[config.mk]
export PLATFORM = sky130hd
export DESIGN_NAME = link_loss_failsafe_governor_core
export DESIGN_NICKNAME = d
export VERILOG_FILES = /design/src/llfg_pkg.sv /design/src/link_loss_failsafe_governor_core.sv /design/src/llfg_datapath.sv /design/src/llfg_ctrl.sv
export VERILOG_INCLUDE_DIRS = /design/src /design/src/src
export SDC_FILE = /design/constraint.sdc
export NUM_CORES = 1
export LEC_CHECK = 0
export ABC_AREA = 1
export BUFFER_PORTS_ARGS = -buffer_cell sky130_fd_sc_hd__buf_4
export CAP_MARGIN = 20
export CORE_ASPECT_RATIO = 0.7
export CORE_MARGIN = 1.5
export CORE_UTILIZATION = 60
export CTS_CLUSTER_DIAMETER = 200
export CTS_CLUSTER_SIZE = 28
export DETAILED_ROUTE_END_ITERATION = 8
export PLACE_DENSITY = 0.89
export SLEW_MARGIN = 10
export SYNTH_ARGS = -nofsm -noshare
export SYNTH_HDL_FRONTEND = slang
export SYNTH_SLANG_ARGS = --single-unit
[constraint.sdc]
create_clock -name clk -period 10.1 [get_ports clk]
set_input_delay 1.515 -clock clk [delete_from_list [all_inputs] [get_ports clk]]
set_output_delay 1.515 -clock clk [all_outputs]
set_load 0.01 [all_outputs]
[src/link_loss_failsafe_governor_core_macros.svh]
// assertion macros for the failsafe governor
`ifndef LINK_LOSS_FAILSAFE_GOVERNOR_CORE_MACROS_SVH
`define LINK_LOSS_FAILSAFE_GOVERNOR_CORE_MACROS_SVH

`ifndef SYNTHESIS
// same-cycle implication
`define LLFG_ASSERT_NOW(label, clk, rst, ante, cons) \
  label: assert property (@(posedge clk) disable iff (rst) (ante) |-> (cons)) \
    else $error("governor assertion failed");
// next-cycle implication
`define LLFG_ASSERT_NEXT(label, clk, rst, ante, cons) \
  label: assert property (@(posedge clk) disable iff (rst) (ante) |=> (cons)) \
    else $error("governor assertion failed");
`else
`define LLFG_ASSERT_NOW(label, clk, rst, ante, cons)
`define LLFG_ASSERT_NEXT(label, clk, rst, ante, cons)
`endif

`endif

[src/llfg_pkg.sv]
`timescale 1ns / 1ps
package llfg_pkg;

  // failsafe levels
  localparam logic [1:0] LVL_NONE = 2'd0;
  localparam logic [1:0] LVL_WARN = 2'd1;
  localparam logic [1:0] LVL_LAND = 2'd2;
  localparam logic [1:0] LVL_KILL = 2'd3;

  // configuration register indexes
  localparam int CFG_IDX_W = 3;
  localparam logic [CFG_IDX_W-1:0] REG_WARN_AFTER   = 3'd0;
  localparam logic [CFG_IDX_W-1:0] REG_LAND_AFTER   = 3'd1;
  localparam logic [CFG_IDX_W-1:0] REG_KILL_AFTER   = 3'd2;
  localparam logic [CFG_IDX_W-1:0] REG_LAND_DUR     = 3'd3;
  localparam logic [CFG_IDX_W-1:0] REG_LAND_START   = 3'd4;

  // register reset values
  localparam logic [15:0] WARN_AFTER_RST = 16'd100;
  localparam logic [15:0] LAND_AFTER_RST = 16'd500;
  localparam logic [15:0] KILL_AFTER_RST = 16'd2000;
  localparam logic [15:0] LAND_DUR_RST   = 16'd8000;
  localparam logic [15:0] LAND_START_RST = 16'd32768;

  // ramp divider: one quotient bit per step
  localparam int DIV_STEPS = 16;
  localparam int DIV_CNT_W = $clog2(DIV_STEPS);

  typedef struct packed {
    logic [31:0] now_ms;
    logic        link_up;
    logic        battery_critical;
    logic        armed;
    logic [15:0] pilot_throttle;
  } in_word_t;

  typedef struct packed {
    logic [1:0]  level;
    logic        failsafe_active;
    logic [15:0] throttle_out;
    logic        disarm_request;
  } out_word_t;

  // controller to datapath
  typedef struct packed {
    logic load_in;
    logic upd;
    logic qry;
    logic mul;
    logic div;
    logic load_out;
  } dp_cmd_t;

  // datapath to controller
  typedef struct packed {
    logic need_div;
    logic div_last;
  } dp_status_t;

endpackage

[src/link_loss_failsafe_governor_core.sv]
`timescale 1ns / 1ps
// channel  | signals                         | word
// ---------+---------------------------------+-------------------------------
// input    | in_valid, in_ready, in_data     | in_word_t: time, link, battery
// output   | out_valid, out_ready, out_data  | out_word_t: level, throttle
// config   | cfg_we, cfg_index, cfg_data     | 16-bit register write
//
// a word passes through update, throttle query and output load when no ramp is
// running; during a landing ramp a multiply and the 16-step serial ramp divider
// run between the query and the output load
// in_ready is high only while the sequencer is idle; a waiting result does not
// block the next word, but that word's result waits until the output is taken
// rst is synchronous: state, level and configuration registers return to their reset values
module link_loss_failsafe_governor_core
  import llfg_pkg::*;
(
  input  logic                 clk,
  input  logic                 rst,
  input  logic                 in_valid,
  output logic                 in_ready,
  input  in_word_t             in_data,
  output logic                 out_valid,
  input  logic                 out_ready,
  output out_word_t            out_data,
  input  logic                 cfg_we,
  input  logic [CFG_IDX_W-1:0] cfg_index,
  input  logic [15:0]          cfg_data
);

  dp_cmd_t    cmd;
  dp_status_t status;

  // sequencer
  llfg_ctrl u_ctrl (
    .clk       (clk),
    .rst       (rst),
    .in_valid  (in_valid),
    .in_ready  (in_ready),
    .out_valid (out_valid),
    .out_ready (out_ready),
    .status    (status),
    .cmd       (cmd)
  );

  // levels, timers and ramp divider
  llfg_datapath u_dp (
    .clk       (clk),
    .rst       (rst),
    .cfg_we    (cfg_we),
    .cfg_index (cfg_index),
    .cfg_data  (cfg_data),
    .in_data   (in_data),
    .cmd       (cmd),
    .status    (status),
    .out_data  (out_data)
  );

endmodule

[src/llfg_datapath.sv]
`timescale 1ns / 1ps
`include "link_loss_failsafe_governor_core_macros.svh"
module llfg_datapath
  import llfg_pkg::*;
(
  input  logic                 clk,
  input  logic                 rst,
  input  logic                 cfg_we,
  input  logic [CFG_IDX_W-1:0] cfg_index,
  input  logic [15:0]          cfg_data,
  input  in_word_t             in_data,
  input  dp_cmd_t              cmd,
  output dp_status_t           status,
  output out_word_t            out_data
);

  logic [15:0] warn_after;
  logic [15:0] land_after;
  logic [15:0] kill_after;
  logic [15:0] land_dur;
  logic [15:0] land_start;

  in_word_t    in_q;
  logic [1:0]  fs_level;
  logic [31:0] last_link_ms;
  logic        ever_linked;
  logic [31:0] landing_start_ms;
  logic        disarm;
  logic [15:0] thr;
  logic [15:0] rem;
  logic [15:0] quo;
  logic [DIV_CNT_W-1:0] div_cnt;

  logic [1:0]  lvl_next;
  logic [31:0] ls_next;
  logic        dis_upd;
  logic [31:0] lost;
  logic        lost_kill, lost_land, lost_warn;
  logic [31:0] elapsed;
  logic        ramp_done;
  logic [15:0] remain;
  logic [16:0] trial;
  logic        trial_ge;

  // configuration registers
  always_ff @(posedge clk) begin
    if (rst) begin
      warn_after <= WARN_AFTER_RST;
      land_after <= LAND_AFTER_RST;
      kill_after <= KILL_AFTER_RST;
      land_dur   <= LAND_DUR_RST;
      land_start <= LAND_START_RST;
    end else if (cfg_we) begin
      unique case (cfg_index)
        REG_WARN_AFTER: warn_after <= cfg_data;
        REG_LAND_AFTER: land_after <= cfg_data;
        REG_KILL_AFTER: kill_after <= cfg_data;
        REG_LAND_DUR:   land_dur   <= cfg_data;
        REG_LAND_START: land_start <= cfg_data;
        default: ;
      endcase
    end
  end

  // link-loss time against the 16-bit thresholds
  assign lost      = in_q.now_ms - last_link_ms;
  assign lost_kill = (lost[31:16] != 16'd0) || (lost[15:0] >= kill_after);
  assign lost_land = (lost[31:16] != 16'd0) || (lost[15:0] >= land_after);
  assign lost_warn = (lost[31:16] != 16'd0) || (lost[15:0] >= warn_after);

  // level update: battery check, then link watchdog
  always_comb begin
    lvl_next = fs_level;
    ls_next  = landing_start_ms;
    dis_upd  = 1'b0;
    if (in_q.battery_critical && in_q.armed && (fs_level < LVL_LAND)) begin
      lvl_next = LVL_LAND;
      ls_next  = in_q.now_ms;
    end
    if (in_q.link_up) begin
      if (lvl_next == LVL_WARN) begin
        lvl_next = LVL_NONE;
      end
    end else if (ever_linked) begin
      priority if (lost_kill && (lvl_next < LVL_KILL)) begin
        lvl_next = LVL_KILL;
        dis_upd  = 1'b1;
      end else if (lost_land && (lvl_next < LVL_LAND)) begin
        lvl_next = LVL_LAND;
        ls_next  = in_q.now_ms;
      end else if (lost_warn && (lvl_next < LVL_WARN)) begin
        lvl_next = LVL_WARN;
      end
    end
  end

  // ramp position
  assign elapsed   = in_q.now_ms - landing_start_ms;
  assign ramp_done = (elapsed[31:16] != 16'd0) || (elapsed[15:0] >= land_dur);
  assign remain    = land_dur - elapsed[15:0];

  assign status.need_div = (fs_level == LVL_LAND) && !ramp_done;
  assign status.div_last = (div_cnt == DIV_CNT_W'(DIV_STEPS - 1));

  // restoring division step
  assign trial    = {rem, quo[15]};
  assign trial_ge = (trial >= {1'b0, land_dur});

  always_ff @(posedge clk) begin
    if (rst) begin
      fs_level         <= LVL_NONE;
      last_link_ms     <= 32'd0;
      ever_linked      <= 1'b0;
      landing_start_ms <= 32'd0;
      disarm           <= 1'b0;
    end else begin
      if (cmd.upd) begin
        fs_level         <= lvl_next;
        landing_start_ms <= ls_next;
        disarm           <= dis_upd;
        if (in_q.link_up) begin
          ever_linked  <= 1'b1;
          last_link_ms <= in_q.now_ms;
        end
      end
      if (cmd.qry && (fs_level == LVL_LAND) && ramp_done) begin
        fs_level <= LVL_KILL;
        disarm   <= 1'b1;
      end
    end
  end

  // item word, throttle and divider registers
  always_ff @(posedge clk) begin
    if (cmd.load_in) begin
      in_q <= in_data;
    end
    if (cmd.qry) begin
      unique case (fs_level)
        LVL_KILL: thr <= 16'd0;
        LVL_LAND: thr <= 16'd0;
        default:  thr <= in_q.pilot_throttle;
      endcase
    end
    if (cmd.mul) begin
      {rem, quo} <= {16'd0, land_start} * {16'd0, remain};
      div_cnt    <= '0;
    end
    if (cmd.div) begin
      rem     <= trial_ge ? 16'(trial - {1'b0, land_dur}) : trial[15:0];
      quo     <= {quo[14:0], trial_ge};
      div_cnt <= div_cnt + DIV_CNT_W'(1);
      if (status.div_last) begin
        thr <= {quo[14:0], trial_ge};
      end
    end
    if (cmd.load_out) begin
      out_data.level           <= fs_level;
      out_data.failsafe_active <= fs_level[1];
      out_data.throttle_out    <= thr;
      out_data.disarm_request  <= disarm;
    end
  end

  // kill is never left
  `LLFG_ASSERT_NEXT(a_kill_sticky, clk, rst, fs_level == LVL_KILL, fs_level == LVL_KILL)
  // a disarm pulse belongs to kill
  `LLFG_ASSERT_NOW(a_disarm_kill, clk, rst, disarm, fs_level == LVL_KILL)
  // partial remainder stays below the divisor
  `LLFG_ASSERT_NOW(a_rem_bound, clk, rst, cmd.div, rem < land_dur)

endmodule

[src/llfg_ctrl.sv]
`timescale 1ns / 1ps
`include "link_loss_failsafe_governor_core_macros.svh"
module llfg_ctrl
  import llfg_pkg::*;
(
  input  logic       clk,
  input  logic       rst,
  input  logic       in_valid,
  output logic       in_ready,
  output logic       out_valid,
  input  logic       out_ready,
  input  dp_status_t status,
  output dp_cmd_t    cmd
);

  localparam logic [2:0] ST_IDLE = 3'd0;
  localparam logic [2:0] ST_UPD  = 3'd1;
  localparam logic [2:0] ST_QRY  = 3'd2;
  localparam logic [2:0] ST_MUL  = 3'd3;
  localparam logic [2:0] ST_DIV  = 3'd4;
  localparam logic [2:0] ST_OUT  = 3'd5;

  logic [2:0] state;
  logic [2:0] state_next;
  logic       out_free;

  assign in_ready = (state == ST_IDLE);
  assign out_free = !out_valid || out_ready;

  // commands per state
  always_comb begin
    cmd          = '0;
    cmd.load_in  = in_valid && in_ready;
    cmd.upd      = (state == ST_UPD);
    cmd.qry      = (state == ST_QRY);
    cmd.mul      = (state == ST_MUL);
    cmd.div      = (state == ST_DIV);
    cmd.load_out = (state == ST_OUT) && out_free;
  end

  // sequencing
  always_comb begin
    state_next = state;
    unique case (state)
      ST_IDLE: if (in_valid) state_next = ST_UPD;
      ST_UPD:  state_next = ST_QRY;
      ST_QRY:  state_next = status.need_div ? ST_MUL : ST_OUT;
      ST_MUL:  state_next = ST_DIV;
      ST_DIV:  if (status.div_last) state_next = ST_OUT;
      ST_OUT:  if (out_free) state_next = ST_IDLE;
      default: state_next = ST_IDLE;
    endcase
  end

  always_ff @(posedge clk) begin
    if (rst) begin
      state     <= ST_IDLE;
      out_valid <= 1'b0;
    end else begin
      state <= state_next;
      if (cmd.load_out) begin
        out_valid <= 1'b1;
      end else if (out_ready) begin
        out_valid <= 1'b0;
      end
    end
  end

  // an accepted word starts the update
  `LLFG_ASSERT_NEXT(a_accept_upd, clk, rst, in_valid && in_ready, state == ST_UPD)
  // last divider step hands over to the output
  `LLFG_ASSERT_NEXT(a_div_out, clk, rst, state == ST_DIV && status.div_last, state == ST_OUT)
  // leaving the output state always presents a word
  `LLFG_ASSERT_NEXT(a_out_load, clk, rst, cmd.load_out, out_valid && state == ST_IDLE)

endmodule
==> run metrics <==
status finished, final reports clean; Synth Cell Area 26100 um^2; Congestion Overflow GR 0; commonest cells after routing, fill and taps aside 833 x nand2_1, 663 x inv_1, 311 x a21oi_1; Antenna Cells 0; worst hold stages 0; minimum clock period 9.48 ns; clock slew at reported path FFs 0.11 ns; clk_lat worst skew 0.53 ns; r2r startpoint u_dp.in_q[19]$_DFFE_PP_; critical path type register to register; width of the chip 253 um; Clock Tree Root clkbuf_16; skew final 0.0318 ns; r2r setup slk 0.62 ns; DRT iter0 DRCs 3078; layout cell share with drive strength beyond 1 0.0541; Hold WS 0.444 ns; Post-Synthesis Cells 3565; design area 27800 um^2; CTS tree yes; predominant post-synthesis flop cell dfxtp_1; Die H 178 um; sequential fraction of design power 0.186; largest net degree at the start of global routing 85; EDFF count, synth 106; Slowest Stage Delay on Critical Path 0.63 ns; critical path's most frequent cell nand2_1; Slew Limit Fails 0; placed instance area 27400 um^2; antenna violations before repair 0; dpl hpwl 62600 um; Slew headroom 0.257; # nets final 4115; Leakage 13.6 nW; Post-CTS Resized 0; final hold violations 0; dpl cells 4163; Switching Share 0.550; largest fanout on the critical path 10; area of the multi-input gates 16600 um^2; final setup fails 0; f_max 0.106 GHz; Cell variety after synth 48; Worst R2R Path Depth 44; RSZ-0062 raised after global routing false; synthesis-stage register bit count 274; hold_buf cts 0; largest cells by area after synthesis fa_1 15%, dfxtp_1 13%, edfxtp_1 12%; first-pass GRT wire length 122000 um; area leader, netlist fa_1; fin crit share 0.938; syn_area_per_cell 7.33 um^2; area grow syn2layout 6.36%; Vias 24006; GR Util All Layers 0.351; R2R Path End u_dp.rem[10]$_DFFE_PP_; area occupied by registers 6550 um^2; Tot Pwr 8.80 mW; Ys Warns 0; DIE AREA 44900 um^2; DRC errors left 0; post-synthesis sequential area ratio 0.250; Worst setup EP type register; post-CTS setup buffer count 0; setup TNS 0 ns; Worst-Margin Slew 1.11 ns; WP data arrival 9.75 ns; H-tree depth 1; wire per inst 18.5 um; clock sink count 274; pwr dens 316 nW/um^2; P_sw 4.84 mW; Max Root-Sink Buffers 3; share of the synthesized area in the top cell type 0.152; # fillers 3675; clock share of power 0.070; Core Util, Final 0.652; I/O pin cnt 97; Worst path slowest cell fa_1; crit start category register; VDD IR max 0.279 mV; Layout Cells excl Fill 4187; placer congestion estimate 1.05; setup ws final 0.623 ns; final wirelength 77500 um; Req. time, crit path 10.38 ns; DP Worst Slack 0.818 ns; port bufs 96; Internal Power 3.96 mW; hold crit path type register to register; Hold EP u_dp.out_data[10]$_DFFE_PP_; DR vias/cell 5.73; HP Start u_dp.thr[9]$_DFF_P_; most common cell after layout, fill and taps aside nand2_1; Syn Nets 4085; core footprint 42600 um^2; Rows 63; asr flop ratio synth 0; vias in the first global route 22024; starting density of the core 0.613; Max Cap Viol 0; CTS buffer count 13; logic gate share of total power 0.745; Antenna Violating Nets Remaining 0; drt pass-1 iters 6
-- power groups by stage --
| stage | registers [mW] | clock network [mW] | logic (mW) |
|---|---|---|---|
| after floorplan | 1.59 | 0 | 4.40 |
| after global placement | 1.64 | 0 | 6.08 |
| after detailed placement | 1.64 | 0 | 6.22 |
| after CTS | 1.62 | 0.612 | 6.29 |
| after global routing | 1.65 | 0.655 | 7.27 |
| final | 1.63 | 0.614 | 6.55 |
-- worst max path at each step --
| stage | startpoint | end | slack (ns) | cells after the start |
|---|---|---|---|---|
| final | u_dp.in_q[19]$_DFFE_PP_ | u_dp.rem[10]$_DFFE_PP_ | 0.62 | 44 |
| after CTS | u_dp.in_q[19]$_DFFE_PP_ | u_dp.rem[10]$_DFFE_PP_ | 0.74 | 44 |
| after global placement | u_dp.in_q[19]$_DFFE_PP_ | u_dp.rem[10]$_DFFE_PP_ | 1.04 | 44 |
| after detailed placement | u_dp.in_q[19]$_DFFE_PP_ | u_dp.rem[10]$_DFFE_PP_ | 0.82 | 44 |
| after floorplan | u_dp.in_q[19]$_DFFE_PP_ | u_dp.rem[10]$_DFFE_PP_ | 1.82 | 43 |
| after global routing | u_dp.in_q[27]$_DFFE_PP_ | u_dp.rem[10]$_DFFE_PP_ | 0.17 | 40 |
-- critical path, delay by kind of cell (launching register included) --
kind | cells | cell delay, ns
simple gates | 17 | 2.02
flops | 1 | 0.35
fa+ha+maj | 10 | 4.48
buf+inv | 7 | 0.67
xor+xnor | 1 | 0.15
compound gates | 9 | 1.53
-- final cells by class --
cell class,count,share of cell area
clock buffers,20,0.0126
clock inverters,2,0.000630
inverters,684,0.0923
multi-input cells,2503,0.598
flip-flops and latches,274,0.235
well taps,585,0.0263
repair buffers,119,0.0343
-- layer usage --
layer	up-vias	wire, um	track usage
li1	11371	-	-
met1	11102	34700	0.541
met2	1437	28900	0.458
met3	96	12600	0.141
met4	0	1270	0.0524
met5	-	0	0
-- synthesized netlist by cell type, drive strengths merged, types with 4 or more instances --
| master | number |
|---|---|
| and2 | 5 |
| buf | 12 |
| xor2 | 38 |
| nand4 | 47 |
| nand3 | 145 |
| o22ai | 5 |
| o21bai | 11 |
| a31oi | 7 |
| clkbuf | 92 |
| or2 | 28 |
| a21oi | 311 |
| xnor2 | 29 |
| inv | 674 |
| nor2 | 272 |
| dfxtp | 168 |
| nor4 | 9 |
| a22oi | 7 |
| nand2 | 836 |
| a21o | 4 |
| fa | 198 |
| nand3b | 9 |
| edfxtp | 106 |
| clkinv | 10 |
| nor3 | 26 |
| o21ai | 224 |
| ha | 247 |
| o211ai | 26 |
-- state kept, by name (all words and copies together), names as in the netlist --
name,cells
u_dp.div_cnt,4
u_dp.last_link_ms,32
u_dp.landing_start_ms,32
u_dp.quo,16
u_ctrl.state,3
u_dp.fs_level,2
u_dp.kill_after,16
u_dp.out_data,19
u_dp.disarm,1
u_dp.land_after,16
u_dp.land_start,16
u_dp.in_q,51
u_dp.thr,16
u_dp.ever_linked,1
u_dp.rem,16
u_dp.warn_after,16
u_ctrl.out_valid,1
u_dp.land_dur,16
-- logic make-up after synthesis --
family,after synthesis,synth area share
AO/OA/AOI/OAI,613,0.125
XOR/XNOR,67,0.0224
adder cells (fa/ha/maj),445,0.270
buffers and inverters,788,0.114
flip-flops,274,0.250
AND/OR/NAND/NOR,1378,0.218
Power figures use the tool's default switching activity.
